### src/rtl/mgb_pkg.sv
// ============================================================================
// mgb_pkg: shared types and constants of the maze generator
// Action codes, direction and wall codes, the cell word layout, the
// controller states and the neighbor pick result.
// ============================================================================
package mgb_pkg;

    // Action codes carried in the input item's tuser.
    localparam logic [1:0] ACT_RESTART = 2'd0;
    localparam logic [1:0] ACT_STEP    = 2'd1;
    localparam logic [1:0] ACT_READ    = 2'd2;

    // Carve directions. A direction's number is also the bit of its wall.
    localparam logic [1:0] DIR_UP    = 2'd0;
    localparam logic [1:0] DIR_RIGHT = 2'd1;
    localparam logic [1:0] DIR_DOWN  = 2'd2;
    localparam logic [1:0] DIR_LEFT  = 2'd3;

    // Wall bits of a cell.
    localparam logic [3:0] WALL_TOP    = 4'b0001;
    localparam logic [3:0] WALL_RIGHT  = 4'b0010;
    localparam logic [3:0] WALL_BOTTOM = 4'b0100;
    localparam logic [3:0] WALL_LEFT   = 4'b1000;
    localparam logic [3:0] WALL_ALL    = 4'b1111;

    // Cell word: visited flag above the four wall bits.
    localparam int CELL_W   = 5;
    localparam int VIS_BIT  = 4;

    // Configuration register indexes and their reset value.
    localparam logic REG_WIDTH  = 1'b0;
    localparam logic REG_HEIGHT = 1'b1;
    localparam int   CFG_W      = 7;
    localparam logic [CFG_W-1:0] CFG_DIM_RESET = 7'd64;

    // Stream payload widths.
    localparam int IN_TDATA_W  = 24;
    localparam int OUT_TDATA_W = 24;
    localparam int COORD_W     = 6;

    // Controller states, one-hot.
    typedef enum logic [16:0] {
        S_CLEAR  = 17'h00001,
        S_IDLE   = 17'h00002,
        S_INIT0  = 17'h00004,
        S_TOP_RD = 17'h00008,
        S_TOP    = 17'h00010,
        S_NB     = 17'h00020,
        S_PICK   = 17'h00040,
        S_C0     = 17'h00080,
        S_C1     = 17'h00100,
        S_C2     = 17'h00200,
        S_X0     = 17'h00400,
        S_X1     = 17'h00800,
        S_X2     = 17'h01000,
        S_X3     = 17'h02000,
        S_Q0     = 17'h04000,
        S_Q1     = 17'h08000,
        S_EMIT   = 17'h10000
    } state_t;

    // Outcome of the neighbor choice.
    typedef struct packed {
        logic       found;
        logic [1:0] dir;
    } pick_t;

    // Remainder of a byte by three: base-four digits sum up modulo three.
    function automatic logic [1:0] mod3_u8(input logic [7:0] v);
        logic [3:0] s;
        logic [2:0] t;
        s = 4'(v[1:0]) + 4'(v[3:2]) + 4'(v[5:4]) + 4'(v[7:6]);
        t = 3'(s[1:0]) + 3'(s[3:2]);
        if (t >= 3'd3)
        begin
            t = t - 3'd3;
        end
        if (t >= 3'd3)
        begin
            t = t - 3'd3;
        end
        return t[1:0];
    endfunction

endpackage

### src/rtl/mgb_pick.sv
// ============================================================================
// mgb_pick: neighbor choice
// Takes the unvisited-neighbor mask and the random byte, and returns the
// direction of entry (random mod count) in the order up, right, down, left.
// ============================================================================
module mgb_pick (
    input  logic [3:0]     unvisited,
    input  logic [7:0]     random_value,
    output mgb_pkg::pick_t pick
);

    logic [2:0] count;
    logic [1:0] index;

    assign count = 3'($countones(unvisited));

    always_comb
    begin
        case (count)
            3'd2:    index = {1'b0, random_value[0]};
            3'd3:    index = mgb_pkg::mod3_u8(random_value);
            3'd4:    index = random_value[1:0];
            default: index = 2'd0;
        endcase
    end

    // Walk the mask and stop at the set bit whose rank equals the index.
    always_comb
    begin
        logic [2:0] rank;
        rank = 3'd0;
        pick.found = (count != 3'd0);
        pick.dir = mgb_pkg::DIR_UP;
        for (int i = 0; i < 4; i++)
        begin
            if (unvisited[i])
            begin
                if (rank == {1'b0, index})
                begin
                    pick.dir = 2'(i);
                end
                rank = rank + 3'd1;
            end
        end
    end

endmodule

### config.mk
export PLATFORM = sky130hd
export DESIGN_NAME = mgb_pick
export DESIGN_NICKNAME = d
export VERILOG_FILES = /design/src/rtl/mgb_pkg.sv /design/src/rtl/mgb_pick.sv
export SDC_FILE = /design/constraint.sdc
export NUM_CORES = 1
export LEC_CHECK = 0
export BUFFER_PORTS_ARGS = -buffer_cell sky130_fd_sc_hd__buf_4
export CAP_MARGIN = 15
export CELL_PAD_IN_SITES_DETAIL_PLACEMENT = 0
export CELL_PAD_IN_SITES_GLOBAL_PLACEMENT = 1
export CORE_MARGIN = 2
export CORE_UTILIZATION = 42
export DETAILED_ROUTE_END_ITERATION = 10
export PLACE_DENSITY_LB_ADDON = 0.05
export SLEW_MARGIN = 30
export SYNTH_ARGS = -nofsm -noshare
export SYNTH_HDL_FRONTEND = slang
export SYNTH_SLANG_ARGS = --single-unit
### constraint.sdc
create_clock -name vclk -period 5.03
set_input_delay 0 -clock vclk [all_inputs]
set_output_delay 0 -clock vclk [all_outputs]
set_load 0.01 [all_outputs]
======== Word level (Yosys, flattened, before mapping) ========
Cells that the tools add are included.
storage, ports and cells
  output and inout bits ................... 3
  input port bits ......................... 12
  flip-flop bits (word level) ............. 0
  word-level logic and storage cells ...... 33
operators by class
  reductions and logical operators ........ 1
  order comparisons ....................... 2
  mux-type cells .......................... 13
  eq/ne operators ......................... 6
  add/subtract/negate cells ............... 11
operators by type and width
  operator                                                           number
  2-to-1 mux 3 bit                                                   4
  2-to-1 mux 2 bit                                                   5
  adder 2 x 2 -> 3 bit                                               3
  == test 3 x 2 -> 1 bit                                             3
  adder 3 x 1 -> 3 bit, second input constant                        2
  == test 3 x 2 -> 1 bit, second input constant                      2
  greater-or-equal comparator 3 x 2 -> 1 bit, second input constant  2
  case mux 2 bit (3 select lines)                                    1
  adder 1 x 1 -> 2 bit                                               2
  adder 3 x 2 -> 4 bit                                               1
  adder 4 x 2 -> 4 bit                                               1
  == test 3 bit, second input constant                               1
  2-to-1 mux 1 bit                                                   3
  nonzero test 3 bit                                                 1
  subtractor 3 x 2 -> 3 bit, second input constant                   1
  subtractor 2 bit, second input constant                            1

======== Depth between registers and ports, before layout ========
Gate-level depths: netlist (run 1).
  word-level depth ........................ 17
  depth in mapped cells ................... 26
  depth with buffers taken out ............ 25

======== Worst setup path after synthesis (run 1) ========
No wires, ideal clock.
  path type ............................... input port to output port
  from .................................... in random_value[1]
  to ...................................... out pick[0] (netlist name)
  required time ........................... 5030 ps
  path slack .............................. 419 ps
  buffers on the path ..................... 1
  data arrival time ....................... 4611 ps
  stages on the path ...................... 25
  cell sequence ........................... inv_1 -> fa_1 -> fa_1 -> inv_1 -> ha_1 -> inv_1 -> fa_1 -> inv_1 -> ha_1 -> inv_1 -> fa_1 -> inv_1 -> ha_1 -> ha_1 -> nor2b_4 -> buf_6 -> mux2i_1 -> ha_1 -> nor2_1 -> a31oi_1 -> o21ai_0 -> a32oi_4 -> xnor2_1 -> o211ai_1 -> a32oi_1
RTL lines
  what             line           source
  start, declared  mgb_pick.sv:8  input logic [7:0] random_value,
  end, declared    mgb_pick.sv:9  output mgb_pkg::pick_t pick

==> results.sh, run 1 <==
export IMPL_synth_simple_gate_area_share_pct=17.5
export IMPL_drtIter0Drc=8
export IMPL_gr_total_overflow=0
export IMPL_slew_violations=0
export IMPL_pre_cts_ws_ns=0.0898
export IMPL_multiInputGateArea_um2=601
export IMPL_synth_common_cells="14 x inv_1, 10 x ha_1, 6 x fa_1, 4 x a21oi_1, 4 x nor2_1"
export IMPL_startpoint_type="input pin"
export IMPL_antenna_left=0
export IMPL_wl_um=1160
export IMPL_top_layer="met3"
export IMPL_min_period_ns=4.82
export IMPL_crit_required_ns=5.03
export IMPL_p_per_area_nw_per_um2=607
export IMPL_drt_met1_wl_um=581
export IMPL_coreArea_um2=1330
export IMPL_drive_gt1_share_pct=35.6
export IMPL_hold_class="input pin to output pin"
export IMPL_setup_viol=0
export IMPL_crit_path_max_incr_delay_ns=0.54
export IMPL_fin_crit_sh_pct=95.9
export IMPL_portBuffers=15
export IMPL_outcome="completed"
export IMPL_synthTopCellsByArea="ha_1 20%, fa_1 19%, inv_1 8.5%"
export IMPL_synthesis_instances=74
export IMPL_synth_most_common_cell="inv_1"
export IMPL_yosys_area_top_type="ha_1"
export IMPL_crit_end="pick[0]"
export IMPL_worstSetupPathType="input pin to output pin"
export IMPL_cp_arrival_ns=4.82
export IMPL_hold_violations=0
export IMPL_synthXorXnorAreaFrac_pct=9.68
export IMPL_routabilityCongestion=0.773
export IMPL_first_pass_iters=4
export IMPL_critPathMostFrequentCell="inv_1"
export IMPL_fp_dieW_um=42.4
export IMPL_timing_critical_path_from="random_value[5]"
export IMPL_regArea_um2=0
export IMPL_max_freq_ghz=0.207
export IMPL_area_delta_synth_final_pct=30.0
export IMPL_p_leak_nw=0.380
export IMPL_placed_cell_area_um2=758
export IMPL_cap_violations=0
export IMPL_first_global_vias=460
export IMPL_avgViaCountPerCell=5.14
export IMPL_die_h_um=42.4
export IMPL_nNetsFinal=120
export IMPL_fin_tns_setup_ns=0
export IMPL_cts_resized=0
export IMPL_fp_row_count=13
export IMPL_ctsHoldBuffers=0
export IMPL_die_area_um2=1800
export IMPL_dr_wl_met3_um=48
export IMPL_synth_top_family_by_area="adder cells"
export IMPL_synth_compound_area_share_pct=19.0
export IMPL_syn_area_um2=621
export IMPL_wl_met2_um=528
export IMPL_yosysSeqAreaShare_pct=0
export IMPL_grt_first_pass_wirelength_um=1970
export IMPL_synth_distinct_cells=29
export IMPL_grt_max_degree=10
export IMPL_worst_pin_slew_ns=0.286
export IMPL_dr_total_vias=540
export IMPL_track_usage_pct=13.2
export IMPL_whs_ns=0.348
export IMPL_yosysTopAreaCellShare_pct=20.2
export IMPL_initial_utilization_pct=46.5
export IMPL_io_pins=15
export IMPL_dpl_hpwl_um=993
export IMPL_critPathCaptureType="output pin"
export IMPL_wl_per_cell_um=11.0
export IMPL_final_clkbuf_count=0
export IMPL_yosys_warnings=0
export IMPL_ir_drop_mv=0.420
export IMPL_synth_area_mux_share_pct=3.23
export IMPL_synth_adder_area_share_pct=39.5
export IMPL_critPathMaxFanout=5
export IMPL_critPathSlowestCell="fa_1"
export IMPL_synth_nets=102
export IMPL_slew_headroom_pct=81.0
export IMPL_cts_setup_buffers=0
export IMPL_fin_area_um2=807
export IMPL_fill_cells=129
export IMPL_diodes=0
export IMPL_numSequentialCells=0
export IMPL_worst_slack_ns=0.207
export IMPL_synth_area_per_cell_um2=8.39
export IMPL_post_route_drc_count=0
export IMPL_antenna_found_initial=0
[logic make-up (layout without fill, tap and decap cells)]
family,Yosys count,after routing
adder cells (fa/ha/maj),16,16
multiplexers,2,2
AND/OR/NAND/NOR,19,19
buffers and inverters,16,32
XOR/XNOR,6,6
AO/OA/AOI/OAI,15,15
[placed cells by master (no fill, tap or decap), drive strengths merged, types with 3 or more instances in the layout]
cell / count
nor2: 4
ha: 10
xor2: 3
nand2: 3
inv: 14
a21oi: 4
fa: 6
xnor2: 3
nor2b: 3
o21ai: 3
buf: 18
[worst min path at each step]
| stage | from | to | slack, ns | depth (start not counted) |
|---|---|---|---|---|
| 2_1_floorplan | unvisited[2] | pick[0] | 0.11 | 1 |
| 3_3_place_gp | unvisited[2] | pick[0] | 0.34 | 3 |
| 3_5_place_dp | unvisited[2] | pick[0] | 0.35 | 3 |
| 4_1_cts | unvisited[2] | pick[0] | 0.35 | 3 |
| 5_1_grt | unvisited[2] | pick[0] | 0.38 | 3 |
| 6_report | unvisited[2] | pick[0] | 0.35 | 3 |
[worst max-delay path: cells and delay by family]
kind / cells / cell delay [ns]
AOI/OAI and AO/OA: 3 / 0.44
xor gates and xnor gates: 1 / 0.16
adders and majority gates: 9 / 2.78
buffers and inverters: 8 / 0.53
muxes: 1 / 0.30
and+or+nand+nor: 3 / 0.60
[report_power, final]
| part | total (mW) | internal [mW] | switching (mW) |
|---|---|---|---|
| logic | 0.489 | 0.234 | 0.255 |
| registers | 0 | 0 | 0 |
| clock network | 0 | 0 | 0 |
[cell type report]
cell class	count	area share, %
Tap cell	15	2.33
Inverter	14	6.51
Timing Repair Buffer	18	16.7
Multi-Input combinational cell	58	74.4
[per-layer routing]
layer	GRT usage (%)	vias up
met1	22.1	244
met2	19.4	12
met3	0.431	0
li1	-	284
met5	0	-
met4	0	0
[through the flow]
| step | cells | total power [mW] | util, % |
|---|---|---|---|
| finish | 105 | 0.489 | 60.5 |
| global route | 105 | 0.542 | 60.5 |
| CTS | 105 | 0.405 | 56.8 |
| floorplan | 74 | 0.311 | - |
| detailed placement | 105 | 0.403 | 56.8 |
| global placement | 105 | 0.400 | 56.8 |
(Power assumes the default switching activity.)
==> run 2: changes to the inputs <==
- BUFFER_PORTS_ARGS: -buffer_cell sky130_fd_sc_hd__buf_4 -> -buffer_cell sky130_fd_sc_hd__buf_2
- CORE_UTILIZATION: 42 -> 39
==> results.sh, run 2 (same netlist as run 1, synthesis figures left out) <==
export IMPL_startpoint_type="input pin"
export IMPL_drive_gt1_share_pct=42.1
export IMPL_fp_row_count=14
export IMPL_p_int_uw=260
export IMPL_outcome="completed"
export IMPL_critPathCaptureType="output pin"
export IMPL_max_freq_ghz=0.205
export IMPL_worstSetupPathType="input pin to output pin"
export IMPL_nNetsFinal=125
export IMPL_slew_headroom_pct=81.8
export IMPL_antenna_found_initial=0
export IMPL_p_leak_nw=0.385
export IMPL_whs_ns=0.381
export IMPL_diodes=0
export IMPL_fp_dieW_um=43.9
export IMPL_track_usage_pct=13.6
export IMPL_layout_commonest_cell="buf_2"
export IMPL_final_clkbuf_count=0
export IMPL_p_total_uw=499
export IMPL_critPathMaxFanout=5
export IMPL_p_clk_share_pct=0
export IMPL_first_pass_iters=4
export IMPL_portBuffers=15
export IMPL_fin_tns_setup_ns=0
export IMPL_swShare_pct=48.0
export IMPL_grt_max_degree=10
export IMPL_hold_violations=0
export IMPL_slew_violations=0
export IMPL_coreArea_um2=1510
export IMPL_crit_end="pick[0]"
export IMPL_initial_utilization_pct=41.2
export IMPL_worst_slack_ns=0.161
export IMPL_ir_drop_mv=0.401
export IMPL_dr_total_vias=557
export IMPL_min_period_ns=4.87
export IMPL_die_area_um2=1930
export IMPL_fill_cells=147
export IMPL_critPathSlowestCell="fa_1"
export IMPL_regArea_um2=0
export IMPL_first_global_vias=491
export IMPL_io_pins=15
export IMPL_pre_cts_ws_ns=0.0533
export IMPL_timing_critical_path_from="random_value[5]"
export IMPL_mostFrequentLayoutCells="14 x buf_2, 9 x inv_1, 8 x buf_4, 6 x fa_1"
export IMPL_gr_total_overflow=0
export IMPL_die_h_um=43.9
export IMPL_avgViaCountPerCell=5.02
export IMPL_cp_arrival_ns=4.87
export IMPL_area_delta_synth_final_pct=31.9
export IMPL_cap_violations=0
export IMPL_p_per_area_nw_per_um2=610
export IMPL_setup_viol=0
export IMPL_drtIter0Drc=5
export IMPL_fin_util_pct=54.3
export IMPL_routabilityCongestion=0.680
export IMPL_numSequentialCells=0
export IMPL_crit_path_max_incr_delay_ns=0.57
export IMPL_antenna_left=0
export IMPL_hold_class="input pin to output pin"
export IMPL_crit_required_ns=5.03
export IMPL_fin_crit_sh_pct=96.8
export IMPL_seqPwrFrac_pct=0
export IMPL_wl_um=1150
export IMPL_p_switching_uw=240
export IMPL_combPwrFrac_pct=100.0
export IMPL_dpl_hpwl_um=998
export IMPL_wl_per_cell_um=10.3
export IMPL_worst_pin_slew_ns=0.271
export IMPL_grt_first_pass_wirelength_um=2110
export IMPL_rsz0062_at_grt="true"
export IMPL_post_route_drc_count=0
run 2: cell types whose count changed in the layout (fill, tap and decap cells not counted), sizes merged:
cell and delta:
buf +5
run 2: power by group through the flow:
stage | sequential [mW] | combinational [mW] | clock, mW
after floorplan | 0 | 0.311 | 0
after detailed placement | 0 | 0.396 | 0
after CTS | 0 | 0.399 | 0
final | 0 | 0.499 | 0
after global placement | 0 | 0.400 | 0
after global routing | 0 | 0.558 | 0
run 2: worst min path at each step:
stage	cells past startpoint	end	start	slack [ns]
after detailed placement	3	pick[0]	unvisited[2]	0.38
after global placement	3	pick[0]	unvisited[2]	0.37
after CTS	3	pick[0]	unvisited[2]	0.38
after floorplan	1	pick[0]	unvisited[2]	0.11
final	4	pick[1]	unvisited[3]	0.38
after global routing	3	pick[0]	unvisited[2]	0.41
run 2: area by class of cell:
cell class / count / area (um2) / area share (%)
repair buffers: 23 / 141 / 17.3
well taps: 16 / 20.0 / 2.45
inverters: 14 / 52.6 / 6.42
multi-input cells: 58 / 604 / 73.9
run 2: routing by layer:
layer	up-vias	track usage [%]	wire length [um]
met2	7	20.0	503
met3	0	0.417	42
met5	-	0	0
met4	0	0	0
met1	255	22.9	600
li1	295	-	-
run 2: critical path: cells and delay by family:
family,cells,cell delay (ns)
muxes,1,0.25
and+or+nand+nor,3,0.65
adders and majority gates,9,2.86
xor gates and xnor gates,1,0.18
buffers and inverters,8,0.53
AOI/OAI and AO/OA,3,0.41
run 2: repair_timing:
item	in CTS	in global routing
endpoints found under the setup margin	0	2
resized for setup	0	18
hold buffers	0	0
setup buffers	0	3
run 2: through the flow:
| step | std cells | cell area (um2) |
|---|---|---|
| final | 111 | 818 |
| after global routing | 111 | 818 |
| after CTS | 108 | 737 |
| after detailed placement | 108 | 737 |
| after global placement | 108 | 737 |
| after floorplan | 74 | 621 |
==> run 3: changes to the inputs <==
- BUFFER_PORTS_ARGS: -buffer_cell sky130_fd_sc_hd__buf_2 -> -buffer_cell sky130_fd_sc_hd__buf_4
==> results.sh, run 3 (same netlist as run 1, synthesis figures left out) <==
export IMPL_coreArea_um2=1510
export IMPL_min_from="unvisited[2]"
export IMPL_p_leak_nw=0.386
export IMPL_hold_depth=3
export IMPL_timing_critical_path_from="random_value[1]"
export IMPL_diodes=0
export IMPL_antenna_found_initial=0
export IMPL_min_period_ns=4.82
export IMPL_fp_row_count=14
export IMPL_post_place_cells=105
export IMPL_numSequentialCells=0
export IMPL_slew_headroom_pct=81.6
export IMPL_outcome="completed"
export IMPL_gr_total_overflow=0
export IMPL_drtIter0Drc=7
export IMPL_p_total_uw=551
export IMPL_area_delta_synth_final_pct=40.3
export IMPL_fin_util_pct=57.8
export IMPL_hold_violations=0
export IMPL_slew_violations=0
export IMPL_first_global_vias=429
export IMPL_nNetsFinal=122
export IMPL_p_per_area_nw_per_um2=632
export IMPL_post_route_drc_count=0
export IMPL_grt_max_degree=10
export IMPL_max_freq_ghz=0.207
export IMPL_layout_commonest_cell="buf_4"
export IMPL_startpoint_type="input pin"
export IMPL_ir_drop_mv=0.481
export IMPL_final_cells=108
export IMPL_io_pins=15
export IMPL_drive_gt1_share_pct=44.6
export IMPL_fin_crit_sh_pct=95.9
export IMPL_die_h_um=43.9
export IMPL_critPathCaptureType="output pin"
export IMPL_mostFrequentLayoutCells="20 x buf_4, 8 x inv_1, 6 x inv_2, 6 x fa_1, 5 x ha_1"
export IMPL_min_delay_worst_endpoint="pick[0]"
export IMPL_cap_violations=0
export IMPL_setup_viol=0
export IMPL_dpl_hpwl_um=969
export IMPL_crit_required_ns=5.03
export IMPL_die_area_um2=1930
export IMPL_initial_utilization_pct=41.2
export IMPL_worstSetupPathType="input pin to output pin"
export IMPL_track_usage_pct=11.9
export IMPL_critPathMaxFanout=5
export IMPL_grt_first_pass_wirelength_um=1840
export IMPL_dr_total_vias=537
export IMPL_fin_tns_setup_ns=0
export IMPL_regArea_um2=0
export IMPL_hold_class="input pin to output pin"
export IMPL_cp_arrival_ns=4.82
export IMPL_worst_pin_slew_ns=0.277
export IMPL_fp_dieW_um=43.9
export IMPL_final_clkbuf_count=0
export IMPL_fill_cells=146
export IMPL_first_pass_iters=4
export IMPL_antenna_left=0
export IMPL_avgViaCountPerCell=4.97
export IMPL_routabilityCongestion=0.680
export IMPL_wl_per_cell_um=11.4
export IMPL_wl_um=1230
export IMPL_portBuffers=15
run 3: cell count changes in the layout (fill, tap and decap cells not counted), sizes merged:
cell / change
buf: -3
run 3: what timing repair did:
| action | 4_1_cts | 5_1_grt |
|---|---|---|
| hold buffers | 0 | 0 |
| resized for setup | 0 | 24 |
| setup buffers | 0 | 3 |
| endpoints found under the setup margin | 0 | 2 |
run 3: worst max-delay path by stage:
stage	end	cells after the start
floorplan	pick[0]	25
global placement	pick[0]	26
detailed placement	pick[0]	26
CTS	pick[0]	26
global route	pick[0]	25
finish	pick[0]	25
run 3: layer usage:
metal	GRT usage, %	routed length (um)
met1	20.6	626
met2	16.8	555
met3	0.417	45
met4	0	0
met5	0	0
run 3: final cells by class:
type | instances | area [um2] | area share [%]
well taps | 16 | 20.0 | 2.30
repair buffers | 20 | 150 | 17.2
multi-input cells | 58 | 648 | 74.4
inverters | 14 | 52.6 | 6.03
run 3: metrics by stage:
step                      instance area, um2  hold slack (ns)  worst slack (ns)
after floorplan                          621            0.115             0.419
after global placement                   752            0.342            0.0391
after detailed placement                 752            0.344            0.0236
after CTS                                752            0.348           0.00254
after global routing                     871            0.368           -0.0368
final                                    871            0.351             0.206
run 3: report_power, final:
part / switching (mW) / internal [mW] / total, mW
Combinational: 0.269 / 0.281 / 0.551
Sequential: 0 / 0 / 0
Clock: 0 / 0 / 0
run 3: critical path: stages:
cell and delay, ns:
buf_4 0.12, inv_1 0.06, fa_1 0.42, fa_1 0.50, inv_2 0.05, ha_4 0.15, inv_2 0.05, fa_1 0.40
inv_1 0.07, ha_2 0.17, inv_2 0.04, fa_1 0.57, inv_2 0.06, ha_4 0.16, ha_4 0.15, nor2b_4 0.19
mux2i_4 0.28, ha_4 0.19, a21oi_1 0.04, or3_1 0.37, o211a_4 0.18, xnor2_2 0.17, nand4_1 0.09, a32oi_1 0.18
buf_4 0.14
